--- config.mk ---
export PLATFORM = sky130hd
export DESIGN_NAME = boot_arg_mac_address_parser_top
export DESIGN_NICKNAME = d
export VERILOG_FILES = /design/src/design/bamp_pkg.sv /design/src/design/bamp_in_reg.sv /design/src/design/bamp_key_unit.sv /design/src/design/boot_arg_mac_address_parser_top.sv
export SDC_FILE = /design/constraint.sdc
export NUM_CORES = 1
export LEC_CHECK = 0
export BUFFER_PORTS_ARGS = -buffer_cell sky130_fd_sc_hd__buf_2
export CORE_MARGIN = 3
export CORE_UTILIZATION = 45
export CTS_CLUSTER_SIZE = 28
export DETAILED_ROUTE_END_ITERATION = 8
export HOLD_SLACK_MARGIN = 0.05
export PLACE_DENSITY = 0.75
export SETUP_SLACK_MARGIN = 0.3
export SLEW_MARGIN = 10
export SYNTH_ARGS = -nofsm -noshare
export SYNTH_HDL_FRONTEND = slang
export SYNTH_SLANG_ARGS = --single-unit
--- constraint.sdc ---
create_clock -name clk -period 4.21 [get_ports clk]
set_input_delay 0.2105 -clock clk [delete_from_list [all_inputs] [get_ports clk]]
set_output_delay 0.2105 -clock clk [all_outputs]
set_load 0.02 [all_outputs]
--- src/design/bamp_pkg.sv ---
// ----------------------------------------------------------------------------
// bamp_pkg : shared types and constants for the boot argument address parser
// Status codes, per-key summary struct and the character helpers.
// ----------------------------------------------------------------------------
`default_nettype none

package bamp_pkg;

    localparam int ADDR_W = 48;   // width of one captured address
    localparam int CHAR_W = 8;

    typedef enum logic [2:0] {
        STATUS_OK          = 3'd0,
        STATUS_MAC1_MISSING = 3'd1,
        STATUS_MAC1_BAD    = 3'd2,
        STATUS_MAC2_MISSING = 3'd3,
        STATUS_MAC2_BAD    = 3'd4
    } status_t;

    // Summary of one key tracker after the current item
    typedef struct packed {
        logic              found;
        logic              good;
        logic [ADDR_W-1:0] addr;
    } key_info_t;

    // Decoded hex digit
    typedef struct packed {
        logic       bad;
        logic [3:0] val;
    } hex_t;

    localparam logic [CHAR_W-1:0] CHAR_M    = 8'h6D;   // 'm'
    localparam logic [CHAR_W-1:0] CHAR_A    = 8'h61;   // 'a'
    localparam logic [CHAR_W-1:0] CHAR_C    = 8'h63;   // 'c'
    localparam logic [CHAR_W-1:0] CHAR_ONE  = 8'h31;   // '1'
    localparam logic [CHAR_W-1:0] CHAR_TWO  = 8'h32;   // '2'

    // Character expected at a given position of the shared key prefix
    function automatic logic [CHAR_W-1:0] key_prefix(input logic [1:0] pos);
        logic [CHAR_W-1:0] ch;
        case (pos)
            2'd0:    ch = CHAR_M;
            2'd1:    ch = CHAR_A;
            default: ch = CHAR_C;
        endcase
        return ch;
    endfunction

    // Hex digit decode, either case
    function automatic hex_t hex_decode(input logic [CHAR_W-1:0] c);
        hex_t h;
        h.bad = 1'b0;
        h.val = 4'd0;
        if (c >= 8'h30 && c <= 8'h39)
            h.val = 4'(c - 8'h30);
        else if (c >= 8'h41 && c <= 8'h46)
            h.val = 4'(c - 8'd55);
        else if (c >= 8'h61 && c <= 8'h66)
            h.val = 4'(c - 8'd87);
        else
            h.bad = 1'b1;
        return h;
    endfunction

endpackage : bamp_pkg

`default_nettype wire

--- src/design/bamp_in_reg.sv ---
// ----------------------------------------------------------------------------
// bamp_in_reg : input register
// Holds one accepted byte until the processing stage advances it.
// ----------------------------------------------------------------------------
`default_nettype none

module bamp_in_reg
(
    input  wire logic                       clk,
    input  wire logic                       rst_n,
    input  wire logic                       s_tvalid,
    output logic                            s_tready,
    input  wire logic [bamp_pkg::CHAR_W-1:0] s_tdata,
    input  wire logic                       s_tlast,
    input  wire logic                       advance,
    output logic                            item_valid,
    output logic [bamp_pkg::CHAR_W-1:0]     item_char,
    output logic                            item_last
);
    import bamp_pkg::*;

    logic              valid_reg, valid_next;
    logic [CHAR_W-1:0] char_reg;
    logic              last_reg;
    logic              load;

    assign s_tready = !valid_reg || advance;
    assign load     = s_tvalid && s_tready;

    always_comb
    begin
        valid_next = valid_reg;
        if (load)
            valid_next = 1'b1;
        else if (advance)
            valid_next = 1'b0;
    end

    always_ff @(posedge clk or negedge rst_n)
    begin
        if (!rst_n)
            valid_reg <= 1'b0;
        else
            valid_reg <= valid_next;
    end

    // payload: no reset
    always_ff @(posedge clk)
    begin
        if (load)
        begin
            char_reg <= s_tdata;
            last_reg <= s_tlast;
        end
    end

    assign item_valid = valid_reg;
    assign item_char  = char_reg;
    assign item_last  = last_reg;

endmodule : bamp_in_reg

`default_nettype wire

--- src/design/bamp_key_unit.sv ---
// ----------------------------------------------------------------------------
// bamp_key_unit : one key tracker
// Match the key, capture the hex digits after it and build the address.
// ----------------------------------------------------------------------------
`default_nettype none

module bamp_key_unit
#(
    parameter logic [7:0] KEY_DIGIT = 8'h31,
    parameter int         CAP_END   = 19,
    parameter int         OFF_W     = 5
)
(
    input  wire logic                        clk,
    input  wire logic                        rst_n,
    input  wire logic                        step,
    input  wire logic                        clear,
    input  wire logic [bamp_pkg::CHAR_W-1:0] char_in,
    output bamp_pkg::key_info_t              info
);
    import bamp_pkg::*;

    logic [2:0]        prog_reg,  prog_next;
    logic [OFF_W-1:0]  off_reg,   off_next;
    logic [1:0]        phase_reg, phase_next;
    logic              found_reg, found_next;
    logic              bad_reg,   bad_next;
    logic [ADDR_W-1:0] acc_reg,   acc_next;
    logic [2:0]        p;
    logic [CHAR_W-1:0] want;
    hex_t              hv;

    always_comb
    begin
        prog_next  = prog_reg;
        off_next   = off_reg;
        phase_next = phase_reg;
        found_next = found_reg;
        bad_next   = bad_reg;
        acc_next   = acc_reg;
        hv         = hex_decode(char_in);
        p          = (prog_reg > 3'd3) ? 3'd0 : prog_reg;
        want       = (p < 3'd3) ? key_prefix(p[1:0]) : KEY_DIGIT;

        if (step)
        begin
            // capture first: a key finishing now starts capturing on the next byte
            if (off_reg != '0 && off_reg < OFF_W'(CAP_END))
            begin
                if (off_reg >= OFF_W'(2) && phase_reg != 2'd2)
                begin
                    if (hv.bad)
                        bad_next = 1'b1;
                    else
                        acc_next = {acc_reg[ADDR_W-5:0], hv.val};
                end
                if (off_reg == OFF_W'(1) || phase_reg == 2'd2)
                    phase_next = 2'd0;
                else
                    phase_next = phase_reg + 2'd1;
                off_next = off_reg + OFF_W'(1);
            end

            if (!found_reg)
            begin
                if (char_in == want)
                    prog_next = p + 3'd1;
                else
                    prog_next = (char_in == CHAR_M) ? 3'd1 : 3'd0;
                if (prog_next == 3'd4)
                begin
                    found_next = 1'b1;
                    off_next   = OFF_W'(1);
                end
            end
        end

        info.found = found_next;
        info.good  = found_next && (off_next == OFF_W'(CAP_END)) && !bad_next;
        info.addr  = info.good ? acc_next : '0;
    end

    always_ff @(posedge clk or negedge rst_n)
    begin
        if (!rst_n)
        begin
            prog_reg  <= '0;
            off_reg   <= '0;
            phase_reg <= '0;
            found_reg <= 1'b0;
            bad_reg   <= 1'b0;
            acc_reg   <= '0;
        end
        else if (clear)
        begin
            prog_reg  <= '0;
            off_reg   <= '0;
            phase_reg <= '0;
            found_reg <= 1'b0;
            bad_reg   <= 1'b0;
            acc_reg   <= '0;
        end
        else
        begin
            prog_reg  <= prog_next;
            off_reg   <= off_next;
            phase_reg <= phase_next;
            found_reg <= found_next;
            bad_reg   <= bad_next;
            acc_reg   <= acc_next;
        end
    end

endmodule : bamp_key_unit

`default_nettype wire

--- src/design/boot_arg_mac_address_parser_top.sv ---
// ----------------------------------------------------------------------------
// boot_arg_mac_address_parser_top : command-line address parser
// Scan a byte stream for the "mac1" and "mac2" keys and report both addresses.
// ----------------------------------------------------------------------------
// Usage:
//   Slave channel (s_*) carries one command-line byte per item in s_tdata;
//   s_tlast marks the final byte. A zero byte ends the string, and bytes after
//   it are ignored up to the final one.
//   Master channel (m_*) carries one result item per command line, produced
//   for the item with s_tlast set: status plus the two 48-bit addresses.
//   Each key is tracked independently; an address reads as zero when its key
//   is missing, its hex digits are bad, or the string ends before all
//   digits arrive. Status checks mac1 before mac2.
//   Throughput: one item per cycle, unless a final byte waits for the output
//   register. Each byte passes the input register and then a single
//   combinational update of both key trackers, so the result for the final
//   byte is loaded into the output register as it leaves the input register.
//   Stalls: a waiting result sits in the output register; non-final bytes
//   keep flowing, and only a further final byte waits for the receiver.
//   Reset clears every tracker and the input and output valid flags; the
//   trackers and the string end marker also clear once a result is produced.
// ----------------------------------------------------------------------------
`default_nettype none

module boot_arg_mac_address_parser_top
#(
    parameter int ADDRESS_BYTES = 6
)
(
    input  wire logic         clk,
    input  wire logic         rst_n,
    input  wire logic         s_tvalid,
    output logic              s_tready,
    input  wire logic [7:0]   s_tdata,   // [7:0] char_byte
    input  wire logic         s_tlast,   // is_last
    output logic              m_tvalid,
    input  wire logic         m_tready,
    output logic [103:0]      m_tdata    // [2:0] status, [50:3] first_address,
                                         // [98:51] second_address, rest zero
);
    import bamp_pkg::*;

    localparam int CAP_END = 3 * ADDRESS_BYTES + 1;
    localparam int OFF_W   = $clog2(CAP_END + 1);

    logic              item_valid;
    logic [CHAR_W-1:0] item_char;
    logic              item_last;
    logic              advance;
    logic              step;
    logic              clear;
    logic              ended_reg, ended_next;
    key_info_t         info_one, info_two;
    status_t           status_next;
    logic              out_valid_reg, out_valid_next;
    status_t           status_reg;
    logic [ADDR_W-1:0] first_reg, second_reg;

    bamp_in_reg u_in_reg
    (
        .clk        (clk),
        .rst_n      (rst_n),
        .s_tvalid   (s_tvalid),
        .s_tready   (s_tready),
        .s_tdata    (s_tdata),
        .s_tlast    (s_tlast),
        .advance    (advance),
        .item_valid (item_valid),
        .item_char  (item_char),
        .item_last  (item_last)
    );

    // a final byte advances only when the output register can take its result
    assign advance = item_valid && (!item_last || !out_valid_reg || m_tready);
    assign step    = advance && !ended_reg && (item_char != '0);
    assign clear   = advance && item_last;

    bamp_key_unit #(
        .KEY_DIGIT (CHAR_ONE),
        .CAP_END   (CAP_END),
        .OFF_W     (OFF_W)
    ) u_key_one (
        .clk     (clk),
        .rst_n   (rst_n),
        .step    (step),
        .clear   (clear),
        .char_in (item_char),
        .info    (info_one)
    );

    bamp_key_unit #(
        .KEY_DIGIT (CHAR_TWO),
        .CAP_END   (CAP_END),
        .OFF_W     (OFF_W)
    ) u_key_two (
        .clk     (clk),
        .rst_n   (rst_n),
        .step    (step),
        .clear   (clear),
        .char_in (item_char),
        .info    (info_two)
    );

    // string end marker: set by a zero byte, dropped with the result
    always_comb
    begin
        ended_next = ended_reg;
        if (clear)
            ended_next = 1'b0;
        else if (advance && item_char == '0)
            ended_next = 1'b1;
    end

    // status priority: mac1 before mac2, missing before bad
    always_comb
    begin
        if (!info_one.found)
            status_next = STATUS_MAC1_MISSING;
        else if (!info_one.good)
            status_next = STATUS_MAC1_BAD;
        else if (!info_two.found)
            status_next = STATUS_MAC2_MISSING;
        else if (!info_two.good)
            status_next = STATUS_MAC2_BAD;
        else
            status_next = STATUS_OK;
    end

    // output register: load on a final byte, release when taken
    always_comb
    begin
        out_valid_next = out_valid_reg;
        if (clear)
            out_valid_next = 1'b1;
        else if (m_tready)
            out_valid_next = 1'b0;
    end

    always_ff @(posedge clk or negedge rst_n)
    begin
        if (!rst_n)
        begin
            ended_reg     <= 1'b0;
            out_valid_reg <= 1'b0;
        end
        else
        begin
            ended_reg     <= ended_next;
            out_valid_reg <= out_valid_next;
        end
    end

    always_ff @(posedge clk)
    begin
        if (clear)
        begin
            status_reg <= status_next;
            first_reg  <= info_one.addr;
            second_reg <= info_two.addr;
        end
    end

    assign m_tvalid = out_valid_reg;
    assign m_tdata  = {5'd0, second_reg, first_reg, status_reg};

    // a missing or bad mac1 must never leak an address
    a_first_zero : assert property (@(posedge clk) disable iff (!rst_n)
        (m_tvalid && (status_reg == STATUS_MAC1_MISSING || status_reg == STATUS_MAC1_BAD))
        |-> (first_reg == '0))
        else $error("first address not zero for failed mac1");

    // mac2 missing implies its address is zero
    a_second_zero : assert property (@(posedge clk) disable iff (!rst_n)
        (m_tvalid && status_reg == STATUS_MAC2_MISSING) |-> (second_reg == '0))
        else $error("second address not zero for missing mac2");

    // the string end marker is dropped once a result is produced
    a_ended_clear : assert property (@(posedge clk) disable iff (!rst_n)
        clear |=> !ended_reg)
        else $error("string end marker survived a result");

endmodule : boot_arg_mac_address_parser_top

`default_nettype wire

==> key figures <==
Outcome
  – Status: completed

Synthesis
  – Seq/Total Area, Yosys: 62.77%
  – Ys Warns: 0
  – Register bit count reported by yosys: 231
  – Top cells by area, synth: edfxtp_1 32%, dfrtp_1 31%, mux2i_1 9.5%
  – Post-synth top cells: 171 x nor2_1, 123 x dfrtp_1, 108 x edfxtp_1
  – Cells after Synth: 794
  – EDFF count, synth: 108
  – Simple-gate share of the synthesized area: 15.70%
  – Synth Area in Adders: 2.361%
  – Largest family of logic cells by synthesized area: simple AND/OR/NAND/NOR gates
  – Syn avg cell area: 12.68 um^2
  – Cell Area, Synth: 10070 um^2
  – Post-synthesis compound-gate area fraction: 4.721%
  – Mux contribution to synthesized area: 9.542%
  – Top FF cell, synth: dfrtp_1
  – Area leader, netlist: edfxtp_1
  – Synth Area in XOR/XNOR: 0.7827%
  – Post-synth top area share: 32.20%
  – Async SR Flop Fraction: 53.25%
  – Library cells used by synthesis: 63
  – Count leader, synth: nor2_1

Clock network
  – Num CTS Buffers: 24
  – Htree depth: 1
  – CTS root buffer: clkbuf_16
  – CTS tree: done
  – Clk slew on worst S/H paths: 0.06 ns
  – Clock Tree Buf Depth: 3
  – CTS Sinks: 231
  – Worst-skew pair later-pin latency: 0.50 ns
  – # Post-CTS Setup Buffers: 0

Global routing
  – Total track usage: 15.74%
  – Grt ovf: 0
  – Initial antenna violation count: 0
  – Largest net degree at the start of global routing: 86
  – Vias in the first global route: 6162
  – First-pass GRT wire length: 31570 um

Cells and area
  – Area delta synth->final: 15.83%
  – N_diodes: 0
  – Final core occ: 53.29%
  – Nets: 945
  – Layout cells sized above 1: 21.80%

Timing
  – Total Neg Setup Slack: 0 ns
  – RSZ-0062 raised after global routing: no
  – Worst slew pin tran: 1.120 ns
  – FMAX: 0.2946 GHz
  – Final setup fails: 0
  – Slew Viols, Final: 0
  – Setup Skew: 0.01614 ns
  – Fin crit period: 3.395 ns
  – Final hold vios: 0
  – Period utilization: 80.64%
  – Max_slew headroom: 25.00%

Power
  – Clock power frac: 37.2%
  – P_int: 3.837 mW
  – Sw Share: 26.18%
  – Seq pwr share: 49.6%
  – Leak: 4.655 nW
  – Logic pwr share: 13.2%
  – Pwr Total: 5.198 mW
  – Pwr per Cell Area: 445.6 nW/um^2
  – P_sw: 1.361 mW
  – Max IR drop VDD: 0.0002304 V

Routing
  – Drt drc: 0
  – Routed len/inst: 15.99 um
  – Total wire length: 19370 um
  – Antenna Nets Post-Route: 0
  – Pre-antenna DRT Iters: 5
  – Avg Vias per Cell: 5.250
  – Vias: 6358
  – Initial drt markers: 459

Setup path
  – CP required: 4.42 ns
  – CP delay by family, top: compound AO/OA/AOI/OAI gates
  – R2R depth: 9
  – Arrival time worst endpoint: 3.61 ns
  – Slowest cell delay on critical path: 0.89 ns
  – RR Startpoint: u_in_reg.item_char[1]
  – R2R setup slack: 0.82 ns
  – Critical path buffers and inverters: 2
  – Cell breakdown of the critical path: inv_1 -> ha_1 -> nor4b_4 -> a211oi_2 -> a21oi_1 -> o32a_1 -> o211ai_4 -> buf_12 -> nor3_1
  – Crit start category: register
  – FF-to-FF End: first_reg[3]
  – Slowest CP cell: o211ai_4
  – Critical path type: register to register
  – CP endpoint kind: register
  – Crit path max fanout: 31

Min path
  – Hold Path Class: primary input to asynchronous set/reset pin

Place
  – GPL Wtd Cong: 0.8636
  – Final HPWL DP: 12660 um
  – Buffers on Ports: 113

Floorplanning
  – Die width: 155.6 um
  – Initial Utilization: 46.00%
  – FP Rows: 54
  – Core area: 21890 um^2
  – Die area: 24210 um^2
  – Die Y: 155.6 um
  – IO Count: 119

Job
  – Total of max-cap violations: 0
how the worst max path moves through the flow:
stage                     end                  start  slack, ns  cells past startpoint
4_1_cts          first_reg[3]  u_in_reg.item_char[1]       0.83                      9
6_report         first_reg[3]  u_in_reg.item_char[1]       0.82                      9
5_1_grt          first_reg[3]  u_key_one.prog_reg[2]       0.58                      9
2_1_floorplan  second_reg[27]  u_in_reg.item_char[0]       1.37                     12
3_3_place_gp    status_reg[2]  u_in_reg.item_char[1]       0.94                      9
3_5_place_dp     first_reg[2]  u_in_reg.item_char[1]       0.86                      9
final cells by class:
cell class / instances / area [um^2]
fillers: 1843 / 10230
flip-flops and latches: 231 / 6321
multi-input cells: 502 / 3362
repair buffers: 138 / 842.1
clock buffers: 35 / 673.1
well taps: 280 / 350.3
inverters: 16 / 65.06
clock inverters: 9 / 51.30
worst reg2reg max path, cell delays in order, from the launching register on:
cell and delay, ns:
edfxtp_1 0.42, inv_1 0.15, ha_1 0.21, nor4b_4 0.14, a211oi_2 0.56, a21oi_1 0.13, o32a_1 0.24, o211ai_4 0.89
buf_12 0.29, nor3_1 0.07
metal layers:
layer	vias up	track usage (%)	share of wire, %
met4	0	4.210	2.2
met3	29	2.358	4.7
met2	147	25.57	48
li1	3040	-	-
met5	-	0	0
met1	3142	22.42	45
repair_timing:
item                                   in CTS  in global routing
endpoints found under the hold margin      89                  0
hold buffers                               13                  0
resized for setup                           0                  0
cells in the final DEF (no fill, tap or decap), drive strengths merged, types with 17 or more instances in the layout:
master,instances
a21oi,22
clkbuf,35
dfrtp,123
ha,19
buf,125
edfxtp,108
mux2i,96
nor3,58
inv,17
nor2,173
power by group through the flow:
stage / sequential [mW] / combinational [mW] / clock [mW]
after detailed placement: 2.62 / 0.681 / 0
after global placement: 2.62 / 0.667 / 0
after floorplan: 2.66 / 0.444 / 0
final: 2.58 / 0.686 / 1.93
after global routing: 2.59 / 0.767 / 2.07
after CTS: 2.58 / 0.693 / 1.98
logic make-up after synthesis:
kind of cell    count (synthesis)
simple gates                  304
mux                            96
other cells                     1
buf+inv                        65
xor+xnor                        9
fa+ha+maj                      19
compound gates                 69
flops                         231
through the flow:
step / cells / worst slack [ns] / hold slack [ns] / area (um^2)
floorplan: 798 / 1.372 / -0.08509 / 10090
global placement: 1154 / 0.9410 / 0.3007 / 10810
detailed placement: 1154 / 0.8600 / 0.3082 / 10810
CTS: 1211 / 0.8270 / 0.3340 / 11660
global route: 1211 / 0.5821 / 0.3810 / 11660
finish: 1211 / 0.8152 / 0.3023 / 11660
Note: power is estimated with default switching activity, not from simulation.
